===== src/hdl/swc_pkg.sv =====
// shared types, constants and helpers of the segment window clipper
package swc_pkg;

  localparam int COORD_WIDTH = 16;
  localparam int DIFF_W      = COORD_WIDTH + 1;
  localparam int PROD_W      = 2 * DIFF_W;
  localparam int EXT_W       = COORD_WIDTH + 2;
  localparam int LATENCY     = DIFF_W + 3;

  typedef logic signed [COORD_WIDTH-1:0] coord_t;

  localparam logic [3:0] REG_INSIDE     = 4'd0;
  localparam logic [3:0] REG_UP         = 4'd1;
  localparam logic [3:0] REG_DOWN       = 4'd2;
  localparam logic [3:0] REG_LEFT       = 4'd3;
  localparam logic [3:0] REG_RIGHT      = 4'd4;
  localparam logic [3:0] REG_UP_LEFT    = 4'd5;
  localparam logic [3:0] REG_UP_RIGHT   = 4'd6;
  localparam logic [3:0] REG_DOWN_LEFT  = 4'd7;
  localparam logic [3:0] REG_DOWN_RIGHT = 4'd8;

  localparam logic [1:0] CFG_LEFT   = 2'd0;
  localparam logic [1:0] CFG_RIGHT  = 2'd1;
  localparam logic [1:0] CFG_BOTTOM = 2'd2;
  localparam logic [1:0] CFG_TOP    = 2'd3;

  typedef struct packed {
    coord_t start_x;
    coord_t start_y;
    coord_t end_x;
    coord_t end_y;
  } seg_in_t;

  typedef struct packed {
    logic       visible;
    coord_t     clip_start_x;
    coord_t     clip_start_y;
    coord_t     clip_end_x;
    coord_t     clip_end_y;
    logic [3:0] start_region;
    logic [3:0] end_region;
  } seg_out_t;

  // one step of the divider chain
  typedef struct packed {
    logic [PROD_W-1:0] rem;
    logic [DIFF_W-1:0] den;
    logic [DIFF_W-1:0] quot;
  } div_stage_t;

  function automatic logic [3:0] region_code(coord_t x, coord_t y, coord_t l, coord_t r,
                                             coord_t b, coord_t t);
    logic [3:0] code;
    if (x > l && x < r && y > b && y < t) code = REG_INSIDE;
    else if (x <= l && y >= t)            code = REG_UP_LEFT;
    else if (x >= r && y >= t)            code = REG_UP_RIGHT;
    else if (x <= l && y <= b)            code = REG_DOWN_LEFT;
    else if (x >= r && y <= b)            code = REG_DOWN_RIGHT;
    else if (y >= t)                      code = REG_UP;
    else if (y <= b)                      code = REG_DOWN;
    else if (x >= r)                      code = REG_RIGHT;
    else                                  code = REG_LEFT;
    return code;
  endfunction

  function automatic logic [DIFF_W-1:0] mag(logic signed [DIFF_W-1:0] v);
    logic [DIFF_W-1:0] m;
    m = v[DIFF_W-1] ? DIFF_W'(-v) : DIFF_W'(v);
    return m;
  endfunction

endpackage


===== src/hdl/swc_div_cell.sv =====
// one restoring division cell, settles one quotient bit per cycle
module swc_div_cell #(
  parameter int STEP = 0
) (
  input  logic               clk,
  input  swc_pkg::div_stage_t d_i,
  output swc_pkg::div_stage_t d_o
);
  import swc_pkg::*;

  logic [PROD_W-1:0] dsh;
  div_stage_t        d_nxt;
  div_stage_t        d_r;

  always_comb begin
    dsh   = PROD_W'(d_i.den) << STEP;
    d_nxt = d_i;
    if (d_i.rem >= dsh) begin
      d_nxt.rem        = d_i.rem - dsh;
      d_nxt.quot[STEP] = 1'b1;
    end
  end

  always_ff @(posedge clk) begin
    d_r <= d_nxt;
  end

  assign d_o = d_r;

endmodule


===== src/hdl/swc_divider.sv =====
// chain of division cells, msb quotient bit first
module swc_divider (
  input  logic               clk,
  input  swc_pkg::div_stage_t d_i,
  output swc_pkg::div_stage_t d_o
);
  import swc_pkg::*;

  div_stage_t link [DIFF_W+1];

  assign link[0] = d_i;

  for (genvar i = 0; i < DIFF_W; i++) begin : g_cell
    swc_div_cell #(.STEP(DIFF_W - 1 - i)) u_cell (
      .clk (clk),
      .d_i (link[i]),
      .d_o (link[i+1])
    );
  end

  assign d_o = link[DIFF_W];

endmodule


===== config.mk =====
export PLATFORM = sky130hd
export DESIGN_NAME = swc_divider
export DESIGN_NICKNAME = d
export VERILOG_FILES = /design/src/hdl/swc_pkg.sv /design/src/hdl/swc_div_cell.sv /design/src/hdl/swc_divider.sv
export SDC_FILE = /design/constraint.sdc
export NUM_CORES = 2
export LEC_CHECK = 0
export BUFFER_PORTS_ARGS = -buffer_cell sky130_fd_sc_hd__buf_4
export CORE_MARGIN = 8
export CORE_UTILIZATION = 40
export CTS_CLUSTER_DIAMETER = 50
export CTS_CLUSTER_SIZE = 40
export DETAILED_ROUTE_END_ITERATION = 8
export HOLD_SLACK_MARGIN = 0.08
export MAX_ROUTING_LAYER = met4
export PLACE_DENSITY = 0.55
export SYNTH_ARGS = -nofsm -noshare
export SYNTH_HDL_FRONTEND = slang
export SYNTH_HIERARCHICAL = 1
export SYNTH_SLANG_ARGS = --single-unit

===== constraint.sdc =====
create_clock -name clk -period 3.9 [get_ports clk]
set_clock_uncertainty 0.2 [all_clocks]
set_input_delay 0.39 -clock clk [delete_from_list [all_inputs] [get_ports clk]]
set_output_delay 0.39 -clock clk [all_outputs]
set_load 0.01 [all_outputs]

==> flow_results.org <==
** Power and ir drop
- Max rail drop VDD :: 0.4637 mV
- Internal :: 29.66 mW
- Fraction of power consumed by sequential logic :: 0.363
- For this design the static power due to leakage is 23.61 nW.
- Power density over cell area :: 848.3 nW/um2
- Gate power share :: 0.370
- Of the total power, the share spent switching nets is 0.3617.
- The share of total power dissipated in the clock network is 0.267.
- In this run the power spent charging and discharging nets is 16.80 mW.

** Synth
- The share of the Yosys chip area taken by registers is 0.4967.
- Async set-reset flop share out of synthesis :: 0
- Post-synth top flop :: dfxtp_1
- Counting flops and latches in the post-synthesis netlist gives 1156.
- Top cells by area, synth :: dfxtp_1, ha_1, xnor2_1
- dfxtp_1 is the most common cell in the netlist.
- For this run, the number of Yosys warnings is 6.
- Post-synthesis instance total :: 4668
- The netlist uses 130 different library cells.
- Number of synthesized flops with an enable pin :: 0
- dfxtp_1 takes more of the synthesized area than any other cell.
- Cell Area, Synth :: 46590 um2
- Syn_area_per_cell :: 9.981 um2
- Post-Synthesis Net Count :: 5043
- Most frequent cells after synthesis :: dfxtp_1, a21oi_1, inv_1
- Post-synth top area share :: 0.4967

** Worst setup path
- Max Fanout on Critical Path :: 18
- The worst register-to-register path has a setup slack of 320 ps.
- Element type at the critical path end :: flip-flop
- The worst setup path is launched from a flip-flop.
- At the worst endpoint, the arrival time is 3970 ps.
- The critical path is of the reg -> reg type.
- Data on the critical path is required at its endpoint by 4300 ps.

** Clock network
- Clock tree root driver cell :: clkbuf_16
- Maximum clock path buffer count :: 3
- TritonCTS clock tree :: done
- The clock drives 1156 sinks.
- After clock tree synthesis, the clock-pin slew on the worst setup and hold paths is 70 ps.
- Clock latency on the worst-skew pair, taken at its later pin, is 740 ps.
- In this run, CTS created clock tree buffers numbering 130.
- The H-tree generated during clock tree synthesis spans 4 levels.

** GRT
- Maximum number of pins on one net before global-route repair :: 35
- Wire length of the first global-routing pass :: 175.4 mm
- Vias in the first global route :: 33580
- GR Overflow Total :: 0
- Across every metal layer, demand over resource in global routing totals 0.1746.
- The number of antenna violations at the first check in global routing was 0.

** Floorplan
- The initialized floorplan defines 125 standard-cell rows.
- The region available for standard cell placement spans 115900 um2.
- Initial Util :: 0.4020
- The floorplan step set the die width to 357.3 um.
- During I/O placement, the number of pins put on the boundary was 137.
- Die ar. :: 127700 um2
- The floorplan step set the die height to 357.3 um.

** Detailed routing
- Drt wl/cell :: 16.62 um
- Vias/cell :: 5.002
- Post-detailed-route DRC marker count :: 0
- The first TritonRoute pass finished after 7 iterations.
- Once detail routing completed, the nets flagged for antenna violations numbered 0.
- In this run, the number of DRC markers left after iteration 0 of detailed routing was 1835.
- Summing over every cut layer, the via total after detailed routing is 33020.
- Summed over all layers, the routed wires come to 109.7 mm.

** Status
- Result of the run :: finished, final reports clean

** Place
- IO buf count :: 136
- At the end of routability-driven placement, the weighted congestion stood at 0.8721.
- Worst slack at placement :: 34.86 ps
- Detailed placement finished with a half-perimeter wire length of 85.03 mm.
- The number of placed instances, taps included, is 6245.

** STA
- Setup violations remaining at the end of the flow were counted as 0.
- In this run the tightest slew margin relative to its limit is 0.3550.
- Final number of hold-violating endpoints :: 0
- After routing, the total negative slack on setup checks comes to 0 ps.
- Setup repair after global routing missed its margin :: false
- The number of slew-limit violations in the final report came to 0.
- For the pin with the worst max-slew slack, the measured transition is 965.4 ps.
- Of the available clock period, the critical path in the final layout requires 0.9168.
- On the final layout, the worst hold slack is 114.4 ps.
- Once routing completed, OpenROAD measured the worst setup slack at 324.5 ps.
- The routed design could run at a clock period as short as 3576 ps.
- Highest clock rate :: 0.2797 GHz

** Cells and area
- The count of cells in the finished layout, fillers not included, comes to 6601.
- Antenna diode count :: 0
- Relative to the synthesized area, the layout overhead comes to 17.56%.
- Multi-input logic area :: 21390 um2
- Once layout is complete, the utilization of the core stands at 0.4726.
- For this run, the post-layout net count is 5345.
- Of the cells placed in the final design, the portion with a size suffix greater than 1 is 0.1180.
- Max reg flops :: 1156
- Across the whole layout, storage elements account for 23140 um2.
- The filler cells instantiated in the layout total 10790.

** Min path
- The min-delay analysis places its worst path in the category reg -> reg.

** Flow run
- Max-cap violations in this run came to 0.
path summary, 6_finish.rpt:
| check | cells past startpoint | from | to |
|---|---|---|---|
| hold reg to reg | 0 | g_cell[3].u_cell/d_o[7] | g_cell[4].u_cell/d_o[7] |
| setup reg to reg | 8 | g_cell[14].u_cell/d_o[56] | g_cell[15].u_cell/d_o[35] |
| hold / removal | 0 | g_cell[3].u_cell/d_o[7] | g_cell[4].u_cell/d_o[7] |
| setup / recovery | 8 | g_cell[14].u_cell/d_o[56] | g_cell[15].u_cell/d_o[35] |
layout make-up:
| class | count | area share |
|---|---|---|
| Multi-Input combinational cell | 3034 | 0.3905 |
| Timing Repair Buffer | 290 | 0.04532 |
| Tap cell | 1524 | 0.03482 |
| Inverter | 358 | 0.02454 |
| Sequential cell | 1156 | 0.4225 |
| Clock buffer | 157 | 0.06444 |
| Clock inverter | 82 | 0.01786 |
power by group through the flow:
stage | logic (mW) | clock network [mW] | registers [mW]
6_report | 17.2 | 12.4 | 16.9
4_1_cts | 17.2 | 12.8 | 16.9
5_1_grt | 19.2 | 13.4 | 17.2
2_1_floorplan | 13.3 | 0 | 16.4
3_5_place_dp | 17.0 | 0 | 17.1
3_3_place_gp | 16.9 | 0 | 17.1
cell families after synthesis:
logic type	share of synthesized area
flip-flops	0.4967
AO/OA/AOI/OAI	0.1449
XOR/XNOR	0.07012
buffers and inverters	0.04490
AND/OR/NAND/NOR	0.1386
multiplexers	0.01977
adder cells (fa/ha/maj)	0.08492
metal layers:
layer	global-route usage	part of all wire	vias to the layer above
met3	0.02593	0.036	258
met2	0.3143	0.51	610
met5	-	0	-
met1	0.1889	0.42	15260
li1	-	-	16890
met4	0.08097	0.042	0
critical path, stage by stage, from the launching register on:
cell,delay [ps]
dfxtp_1,330
or4_4,560
or3_1,370
or4_1,460
or4_4,450
or3_1,650
buf_4,290
nor2_1,90
a21oi_1,50
cell usage in the layout (no fill, tap or decap), drive strengths merged, types with 36 or more instances in the layout:
master and instances:
nand2 332, nand4 60, ha 289, clkinv 36, o21ai 255, nor3 61, buf 173, a21o 91
mux2 67, nor2 312, dfxtp 1156, a21oi 379, xor2 158, nand3 94, clkbuf 157, nand2b 58
or3 36, inv 387, dlygate4sd3 117, nor4 67, xnor2 215, a31oi 46, o211ai 43
what timing repair did:
item / CTS / global route
gates resized for setup: 0 / 1
hold endpoints to repair: 68 / 0
hold buffers: 117 / 0
endpoints found under the setup margin: 0 / 7
buffers inserted: 0 / 0
metrics by stage:
step | power, mW | area, um2
after floorplan | 29.67 | 46590
after global placement | 34.06 | 49080
after detailed placement | 34.12 | 49080
after CTS | 46.94 | 54760
after global routing | 49.72 | 54770
final | 46.46 | 54770
Power figures use the tool's default switching activity.
